===== src/design/tick_clock_with_stopwatch_slots_macros.svh =====
// ----------------------------------------------------------------------------
// tick clock assertion macros
// shared concurrent assertion forms, clocked and disabled in reset
// ----------------------------------------------------------------------------
`ifndef TICK_CLOCK_WITH_STOPWATCH_SLOTS_MACROS_SVH
`define TICK_CLOCK_WITH_STOPWATCH_SLOTS_MACROS_SVH

// same-cycle implication
`define TCS_ASSERT_NOW(label, clk, rst_n, ante, cons, msg) \
    label: assert property (@(posedge clk) disable iff (!(rst_n)) (ante) |-> (cons)) \
        else $error(msg);

// next-cycle implication
`define TCS_ASSERT_NEXT(label, clk, rst_n, ante, cons, msg) \
    label: assert property (@(posedge clk) disable iff (!(rst_n)) (ante) |=> (cons)) \
        else $error(msg);

`endif


===== src/design/tcs_pkg.sv =====
// ----------------------------------------------------------------------------
// tcs_pkg
// types and constants shared by the tick clock modules
// ----------------------------------------------------------------------------
`timescale 1ns / 1ps

package tcs_pkg;

    // item codes
    localparam logic [1:0] OP_TICK  = 2'd0;
    localparam logic [1:0] OP_START = 2'd1;
    localparam logic [1:0] OP_READ  = 2'd2;

    // reset ticks per second
    localparam logic [15:0] TPS_RESET = 16'd488;

    // last value of each time-of-day digit
    localparam logic [5:0] SEC_LAST  = 6'd59;
    localparam logic [5:0] MIN_LAST  = 6'd59;
    localparam logic [4:0] HOUR_LAST = 5'd23;

    // time view after one step
    typedef struct packed {
        logic        second_pulse;
        logic        minute_pulse;
        logic [5:0]  sec_of_min;
        logic [5:0]  min_of_hour;
        logic [4:0]  hour_of_day;
        logic [31:0] seconds;
        logic [31:0] minutes;
    } t_time;

endpackage


===== src/design/tcs_timebase.sv =====
// ----------------------------------------------------------------------------
// tcs_timebase
// prescaler, seconds and minutes counts, and time-of-day digits kept in step
// ----------------------------------------------------------------------------
`timescale 1ns / 1ps
`include "tick_clock_with_stopwatch_slots_macros.svh"

module tcs_timebase (
    input  logic               i_clk,
    input  logic               i_rst_n,
    input  logic               i_tick,
    input  logic               i_cfg_we,
    input  logic [15:0]        i_cfg_data,
    output tcs_pkg::t_time     o_now
);

    logic [15:0] r_tps;
    logic [15:0] r_presc, n_presc;
    logic [31:0] r_seconds, n_seconds;
    logic [31:0] r_minutes, n_minutes;
    logic [5:0]  r_sec_of_min, n_sec_of_min;
    logic [5:0]  r_min_of_hour, n_min_of_hour;
    logic [4:0]  r_hour_of_day, n_hour_of_day;
    logic [15:0] w_presc_inc;
    logic        w_sec_done;
    logic        n_second_pulse;
    logic        n_minute_pulse;

    assign w_presc_inc = r_presc + 16'd1;
    assign w_sec_done  = (w_presc_inc >= r_tps);

    // next counts for a tick; digits track seconds exactly, wrap clears them
    always_comb begin
        n_presc        = r_presc;
        n_seconds      = r_seconds;
        n_minutes      = r_minutes;
        n_sec_of_min   = r_sec_of_min;
        n_min_of_hour  = r_min_of_hour;
        n_hour_of_day  = r_hour_of_day;
        n_second_pulse = 1'b0;
        n_minute_pulse = 1'b0;
        if (i_tick) begin
            if (w_sec_done) begin
                n_presc        = '0;
                n_seconds      = r_seconds + 32'd1;
                n_second_pulse = 1'b1;
                if (r_seconds == '1) begin
                    n_sec_of_min  = '0;
                    n_min_of_hour = '0;
                    n_hour_of_day = '0;
                end else if (r_sec_of_min == tcs_pkg::SEC_LAST) begin
                    n_sec_of_min   = '0;
                    n_minutes      = r_minutes + 32'd1;
                    n_minute_pulse = 1'b1;
                    if (r_min_of_hour == tcs_pkg::MIN_LAST) begin
                        n_min_of_hour = '0;
                        if (r_hour_of_day == tcs_pkg::HOUR_LAST) begin
                            n_hour_of_day = '0;
                        end else begin
                            n_hour_of_day = r_hour_of_day + 5'd1;
                        end
                    end else begin
                        n_min_of_hour = r_min_of_hour + 6'd1;
                    end
                end else begin
                    n_sec_of_min = r_sec_of_min + 6'd1;
                end
            end else begin
                n_presc = w_presc_inc;
            end
        end
    end

    // counter registers
    always_ff @(posedge i_clk) begin
        if (!i_rst_n) begin
            r_tps         <= tcs_pkg::TPS_RESET;
            r_presc       <= '0;
            r_seconds     <= '0;
            r_minutes     <= '0;
            r_sec_of_min  <= '0;
            r_min_of_hour <= '0;
            r_hour_of_day <= '0;
        end else begin
            if (i_cfg_we) begin
                r_tps <= i_cfg_data;
            end
            r_presc       <= n_presc;
            r_seconds     <= n_seconds;
            r_minutes     <= n_minutes;
            r_sec_of_min  <= n_sec_of_min;
            r_min_of_hour <= n_min_of_hour;
            r_hour_of_day <= n_hour_of_day;
        end
    end

    // view after this step
    always_comb begin
        o_now.second_pulse = n_second_pulse;
        o_now.minute_pulse = n_minute_pulse;
        o_now.sec_of_min   = n_sec_of_min;
        o_now.min_of_hour  = n_min_of_hour;
        o_now.hour_of_day  = n_hour_of_day;
        o_now.seconds      = n_seconds;
        o_now.minutes      = n_minutes;
    end

    // checks
    `TCS_ASSERT_NOW(a_min_needs_sec, i_clk, i_rst_n, n_minute_pulse, n_second_pulse, "minute pulse without second pulse")
    `TCS_ASSERT_NEXT(a_presc_clear, i_clk, i_rst_n, i_tick && w_sec_done, r_presc == 16'd0, "prescaler not cleared after second")
    `TCS_ASSERT_NEXT(a_hold_no_tick, i_clk, i_rst_n, !i_tick, $stable(r_seconds) && $stable(r_minutes), "counts moved without tick")

endmodule


===== src/design/tcs_slots.sv =====
// ----------------------------------------------------------------------------
// tcs_slots
// stopwatch start store with per-entry valid bits and registered read
// ----------------------------------------------------------------------------
`timescale 1ns / 1ps

module tcs_slots #(
    parameter int NUM_SLOTS = 8
) (
    input  logic        i_clk,
    input  logic        i_rst_n,
    input  logic [7:0]  i_slot,
    input  logic        i_we,
    input  logic [31:0] i_wdata,
    input  logic        i_re,
    output logic [31:0] o_rdata
);

    localparam int IW = (NUM_SLOTS > 1) ? $clog2(NUM_SLOTS) : 1;
    localparam logic [7:0] SLOT_LIMIT = 8'(NUM_SLOTS);

    logic [31:0]          r_mem [NUM_SLOTS];
    logic [NUM_SLOTS-1:0] r_vld;
    logic [31:0]          r_rd_data;
    logic                 r_rd_vld;
    logic [IW-1:0]        w_idx;

    // out-of-range index falls back to slot 0
    assign w_idx = (i_slot < SLOT_LIMIT) ? i_slot[IW-1:0] : '0;

    // storage and registered read
    always_ff @(posedge i_clk) begin
        if (i_we) begin
            r_mem[w_idx] <= i_wdata;
        end
        if (i_re) begin
            r_rd_data <= r_mem[w_idx];
        end
    end

    // valid bits; an unwritten entry reads as zero
    always_ff @(posedge i_clk) begin
        if (!i_rst_n) begin
            r_vld    <= '0;
            r_rd_vld <= 1'b0;
        end else begin
            if (i_we) begin
                r_vld[w_idx] <= 1'b1;
            end
            if (i_re) begin
                r_rd_vld <= r_vld[w_idx];
            end
        end
    end

    assign o_rdata = r_rd_vld ? r_rd_data : '0;

endmodule


===== src/design/tick_clock_with_stopwatch_slots.sv =====
// ----------------------------------------------------------------------------
// tick_clock_with_stopwatch_slots
// prescaled seconds counter with minute count, time of day and stopwatches
// ----------------------------------------------------------------------------
// channel   direction  handshake                 payload
// input     in         i_in_valid / o_in_stall    i_op, i_slot
// result    out        o_out_valid / i_out_stall  pulses, time of day, totals, elapsed
// config    in         i_cfg_we                   i_cfg_data (ticks per second)
//
// one word accepted per cycle while the intake is not stalled; its result is
// registered in the stage register (slot store read), then the output register
// synchronous active-low reset clears counts, slot valid bits and both stages
// a stalled output holds; intake stalls only when both registers are full
// ----------------------------------------------------------------------------
`timescale 1ns / 1ps
`include "tick_clock_with_stopwatch_slots_macros.svh"

module tick_clock_with_stopwatch_slots #(
    parameter int NUM_SLOTS = 8
) (
    input  logic        i_clk,
    input  logic        i_rst_n,
    input  logic        i_cfg_we,
    input  logic [15:0] i_cfg_data,
    input  logic        i_in_valid,
    output logic        o_in_stall,
    input  logic [1:0]  i_op,
    input  logic [7:0]  i_slot,
    output logic        o_out_valid,
    input  logic        i_out_stall,
    output logic        o_second_pulse,
    output logic        o_minute_pulse,
    output logic [5:0]  o_seconds_of_minute,
    output logic [5:0]  o_minutes_of_hour,
    output logic [4:0]  o_hours_of_day,
    output logic [31:0] o_total_seconds,
    output logic [31:0] o_total_minutes,
    output logic [31:0] o_elapsed
);

    logic           w_in_acc;
    logic           w_s1_adv;
    tcs_pkg::t_time w_now;
    logic [31:0]    w_start;
    logic [31:0]    n_elapsed;

    logic           r_s1_valid;
    logic           r_s1_read;
    tcs_pkg::t_time r_s1_time;

    logic           r_out_valid;
    tcs_pkg::t_time r_out_time;
    logic [31:0]    r_out_elapsed;

    // handshake
    assign w_s1_adv   = !r_out_valid || !i_out_stall;
    assign o_in_stall = r_s1_valid && !w_s1_adv;
    assign w_in_acc   = i_in_valid && !o_in_stall;

    // counters
    tcs_timebase u_timebase (
        .i_clk      (i_clk),
        .i_rst_n    (i_rst_n),
        .i_tick     (w_in_acc && (i_op == tcs_pkg::OP_TICK)),
        .i_cfg_we   (i_cfg_we),
        .i_cfg_data (i_cfg_data),
        .o_now      (w_now)
    );

    // stopwatch starts
    tcs_slots #(
        .NUM_SLOTS (NUM_SLOTS)
    ) u_slots (
        .i_clk   (i_clk),
        .i_rst_n (i_rst_n),
        .i_slot  (i_slot),
        .i_we    (w_in_acc && (i_op == tcs_pkg::OP_START)),
        .i_wdata (w_now.seconds),
        .i_re    (w_in_acc),
        .o_rdata (w_start)
    );

    // stage register: time snapshot after the step
    always_ff @(posedge i_clk) begin
        if (!i_rst_n) begin
            r_s1_valid <= 1'b0;
        end else if (w_in_acc) begin
            r_s1_valid <= 1'b1;
        end else if (w_s1_adv) begin
            r_s1_valid <= 1'b0;
        end
    end

    always_ff @(posedge i_clk) begin
        if (w_in_acc) begin
            r_s1_read <= (i_op == tcs_pkg::OP_READ);
            r_s1_time <= w_now;
        end
    end

    // elapsed seconds on a read, zero unless the start is earlier
    always_comb begin
        n_elapsed = '0;
        if (r_s1_read && (w_start < r_s1_time.seconds)) begin
            n_elapsed = r_s1_time.seconds - w_start;
        end
    end

    // output register
    always_ff @(posedge i_clk) begin
        if (!i_rst_n) begin
            r_out_valid <= 1'b0;
        end else if (w_s1_adv) begin
            r_out_valid <= r_s1_valid;
        end
    end

    always_ff @(posedge i_clk) begin
        if (w_s1_adv && r_s1_valid) begin
            r_out_time    <= r_s1_time;
            r_out_elapsed <= n_elapsed;
        end
    end

    assign o_out_valid         = r_out_valid;
    assign o_second_pulse      = r_out_time.second_pulse;
    assign o_minute_pulse      = r_out_time.minute_pulse;
    assign o_seconds_of_minute = r_out_time.sec_of_min;
    assign o_minutes_of_hour   = r_out_time.min_of_hour;
    assign o_hours_of_day      = r_out_time.hour_of_day;
    assign o_total_seconds     = r_out_time.seconds;
    assign o_total_minutes     = r_out_time.minutes;
    assign o_elapsed           = r_out_elapsed;

    // checks
    `TCS_ASSERT_NEXT(a_stage_holds, i_clk, i_rst_n, r_s1_valid && !w_s1_adv, r_s1_valid, "stage word lost under stall")
    `TCS_ASSERT_NOW(a_minute_on_zero, i_clk, i_rst_n, o_out_valid && o_minute_pulse, o_seconds_of_minute == 6'd0, "minute pulse off the minute")
    `TCS_ASSERT_NOW(a_elapsed_read_only, i_clk, i_rst_n, r_s1_valid && !r_s1_read, n_elapsed == 32'd0, "elapsed on a non-read word")

endmodule


===== config.mk =====
export PLATFORM = sky130hd
export DESIGN_NAME = tick_clock_with_stopwatch_slots
export DESIGN_NICKNAME = d
export VERILOG_FILES = /design/src/design/tcs_pkg.sv /design/src/design/tcs_timebase.sv /design/src/design/tcs_slots.sv /design/src/design/tick_clock_with_stopwatch_slots.sv
export VERILOG_INCLUDE_DIRS = /design/src /design/src/design
export SDC_FILE = /design/constraint.sdc
export NUM_CORES = 1
export LEC_CHECK = 0
export ABC_CLOCK_PERIOD_IN_PS = 24900
export BUFFER_PORTS_ARGS = -buffer_cell sky130_fd_sc_hd__buf_2
export CAP_MARGIN = 0
export CORE_AREA = 2 2 223 225
export CTS_CLUSTER_DIAMETER = 50
export DETAILED_ROUTE_END_ITERATION = 7
export DIE_AREA = 0 0 225 227
export GPL_TIMING_DRIVEN = 0
export PLACE_DENSITY = 0.78
export SKIP_CTS_REPAIR_TIMING = 1
export SLEW_MARGIN = 10
export SYNTH_ARGS = -nofsm -noshare
export SYNTH_HDL_FRONTEND = slang
export SYNTH_HIERARCHICAL = 1
export SYNTH_SLANG_ARGS = --single-unit

===== constraint.sdc =====
create_clock -name i_clk -period 24.9 [get_ports i_clk]
set_input_delay 3.735 -clock i_clk [delete_from_list [all_inputs] [get_ports i_clk]]
set_output_delay 3.735 -clock i_clk [all_outputs]
set_load 0.02 [all_outputs]

==> impl_metrics.json <==
{
  "grt_pass1_wl_um": 95000,
  "first_pass_iters": 5,
  "r2r_start": "u_timebase/r_presc[0]",
  "die_w_um": 225,
  "fp.dieArea_mm2": 0.0511,
  "tightest_slew_ns": 1.17,
  "cts_tree": "yes",
  "r2r_cells": 14,
  "syn_area_per_cell_um2": 13.2,
  "wl_met2_um": 29600,
  "grt_antenna_before_repair": 0,
  "core_mm2": 0.0485,
  "clock_latency_ns": 0.61,
  "min_from": "r_s1_time[12]",
  "final_common_cell": "edfxtp_1",
  "ys_seq_area_share_pct": 64.4,
  "syn_inst": 2008,
  "fin_setup_tns_ns": 0,
  "peakVddDrop_mv": 0.0624,
  "max_slew_margin_pct": 21.2,
  "gpl.final_weighted_congestion": 0.892,
  "maxCapViolCount": 0,
  "syn_nets": 2094,
  "cts.htree.levels": 3,
  "layout.nets": 2331,
  "vias": 17309,
  "path_clk_slew_ns": 0.06,
  "rows": 81,
  "whs_path_depth": 0,
  "netlist_area_mm2": 0.0266,
  "overflow": 0,
  "grt_pass1_vias": 17294,
  "ios": 148,
  "drv_slew": 0,
  "holdPathEnd": "o_total_minutes[12]",
  "hold_class": "reg -> reg",
  "drc": 0,
  "synth_cell_types": 90,
  "clock_sinks": 611,
  "synth_edf_count": 487,
  "port_buffers": 146,
  "diodes": 0,
  "critPathRequiredTime_ns": 21.16,
  "ant_nets": 0,
  "layout_common_cells": "edfxtp_1, buf_2, nand2_1, dfxtp_1, nor2_1",
  "setup_slack_ns": 16.92,
  "skew_ns": 0.0229,
  "setup_viol": 0,
  "cts_buffer_depth": 3,
  "reg2reg_to": "r_s1_time[34]",
  "critPathLaunchType": "input pin",
  "path_class": "in -> out",
  "initial_utilization_pct": 54.8,
  "fmax_mhz": 125,
  "finalCriticalPeriod_ns": 7.98,
  "ys_ff_latch": 611,
  "routed.top_layer": "met4",
  "yosys.area.top_type": "edfxtp_1",
  "routed_wl_um": 61000,
  "yosys_warnings": 6,
  "hold_viol": 0,
  "dpl.cell_count": 2796,
  "cts_buffers": 69,
  "synth_flop_cell": "edfxtp_1",
  "first_iter_violations": 1751,
  "p_leak_nw": 11.8,
  "crit_path_end_kind": "primary output",
  "track_usage_pct": 24.2,
  "met1_length_um": 25000,
  "fin_cells": 2923,
  "vias_per_cell": 5.92,
  "synthTopCellsByArea": "edfxtp_1, dfxtp_1, mux2i_1, ha_1, nand2_1",
  "area.growth.synth_to_final_pct": 16.1,
  "powerDensity_mw_per_mm2": 74.3,
  "outcome": "complete, no violations",
  "grt_max_degree": 68,
  "regToRegSetupSlack_ns": 18.98,
  "synth_async_sr_flop_share_pct": 0,
  "cp.arrival_ns": 4.24,
  "cts_root_buf": "clkbuf_16",
  "pre_cts_slack_ns": 16.93,
  "rsz0062_at_grt": "false",
  "hpwl_um": 42500,
  "die_h_um": 227,
  "wl_met3_um": 3990,
  "synthDominantCellAreaShare_pct": 55.0,
  "worstPathMaxFanout": 3,
  "drive_gt1_share_pct": 17.4,
  "fin_crit_sh_pct": 32.0,
  "wl_per_cell_um": 20.9
}
==> logic make-up after synthesis <==
group           Yosys count  synth area share [%]
flops                   611                  64.4
simple gates            581                  11.8
compound gates          369                  10.1
buf+inv                 172                  3.04
mux                     134                  5.28
xor+xnor                 86                  2.83
fa+ha+maj                55                  2.62
==> critical path, cell delays in order <==
cell and delay, ns:
buf_2 0.13, and3_1 0.20, buf_2 0.18
==> final cells by class <==
cell class | instances | area, um^2
buffer | 97 | 527
clock inverter | 46 | 538
sequential | 611 | 17100
clock buffer | 81 | 1840
tap | 622 | 778
fill | 3498 | 17700
inverter | 75 | 287
timing repair buffer | 166 | 1060
multi-input combinational | 1225 | 8720
==> metal layers <==
| metal | global-route usage [%] | vias to the layer above |
|---|---|---|
| li1 | - | 8080 |
| met1 | 31.1 | 8390 |
| met2 | 40.7 | 675 |
| met3 | 4.35 | 164 |
| met4 | 10.0 | 0 |
| met5 | 0 | - |
==> through the flow <==
stage,hold WS (ns),instance area [um^2],utilization (%),power [mW]
after floorplan,0.400,26600,-,1.23
after global placement,0.407,28100,57.9,1.27
after detailed placement,0.405,28500,58.7,1.27
after CTS,0.419,30800,63.5,2.31
after global routing,0.424,30800,63.5,2.36
final,0.418,30800,63.5,2.29
==> flip-flops by register name (all words and copies together), names as in the netlist <==
signal,cells
o_total_seconds,32
u_slots/r_rd_data,32
o_minute_pulse,1
u_slots/r_mem,256
o_minutes_of_hour,6
o_out_valid,1
o_total_minutes,32
r_s1_read,1
u_timebase/r_seconds,32
o_seconds_of_minute,6
r_s1_time,83
u_timebase/r_min_of_hour,6
r_s1_valid,1
u_timebase/r_tps,16
o_second_pulse,1
u_timebase/r_presc,16
u_timebase/r_sec_of_min,6
u_timebase/r_hour_of_day,5
u_slots/r_vld,8
o_hours_of_day,5
u_slots/r_rd_vld,1
o_elapsed,32
u_timebase/r_minutes,32
==> where the power goes <==
part	total (mW)	switching [mW]	internal [mW]
sequential	1.12	0.00811	1.12
clock	1.05	0.410	0.637
combinational	0.121	0.0779	0.0428
total	2.29	0.496	1.80
==> cell usage after synthesis (10+ instances only) <==
cell,n
nand2_1,124
dfxtp_1,124
o22ai_1,37
and3_1,24
and2_1,74
or4_1,14
a21oi_1,77
a31oi_1,11
xnor2_1,44
a211oi_1,13
mux2i_1,97
nand4_1,39
buf_2,19
edfxtp_1,487
nand3_1,62
o211ai_1,12
ha_1,54
clkbuf_1,51
nand2b_1,26
a21o_1,27
mux2_2,34
or3_1,13
buf_6,14
a211o_1,32
o21ai_0,39
xor2_1,42
nor2_1,110
inv_1,74
nor3_1,23
a22oi_1,32
o21a_1,23
a2111oi_2,10
==> how the worst max path moves through the flow <==
stage	depth (start not counted)	start	endpoint	slack, ns
finish	3	i_out_stall	o_in_stall	16.92
global route	3	i_out_stall	o_in_stall	16.89
CTS	3	i_out_stall	o_in_stall	16.92
floorplan	1	i_out_stall	o_elapsed[0]	12.08
global placement	2	i_out_stall	o_total_seconds[6]	8.18
detailed placement	3	i_out_stall	o_in_stall	16.93
Power figures use the tool's default switching activity.
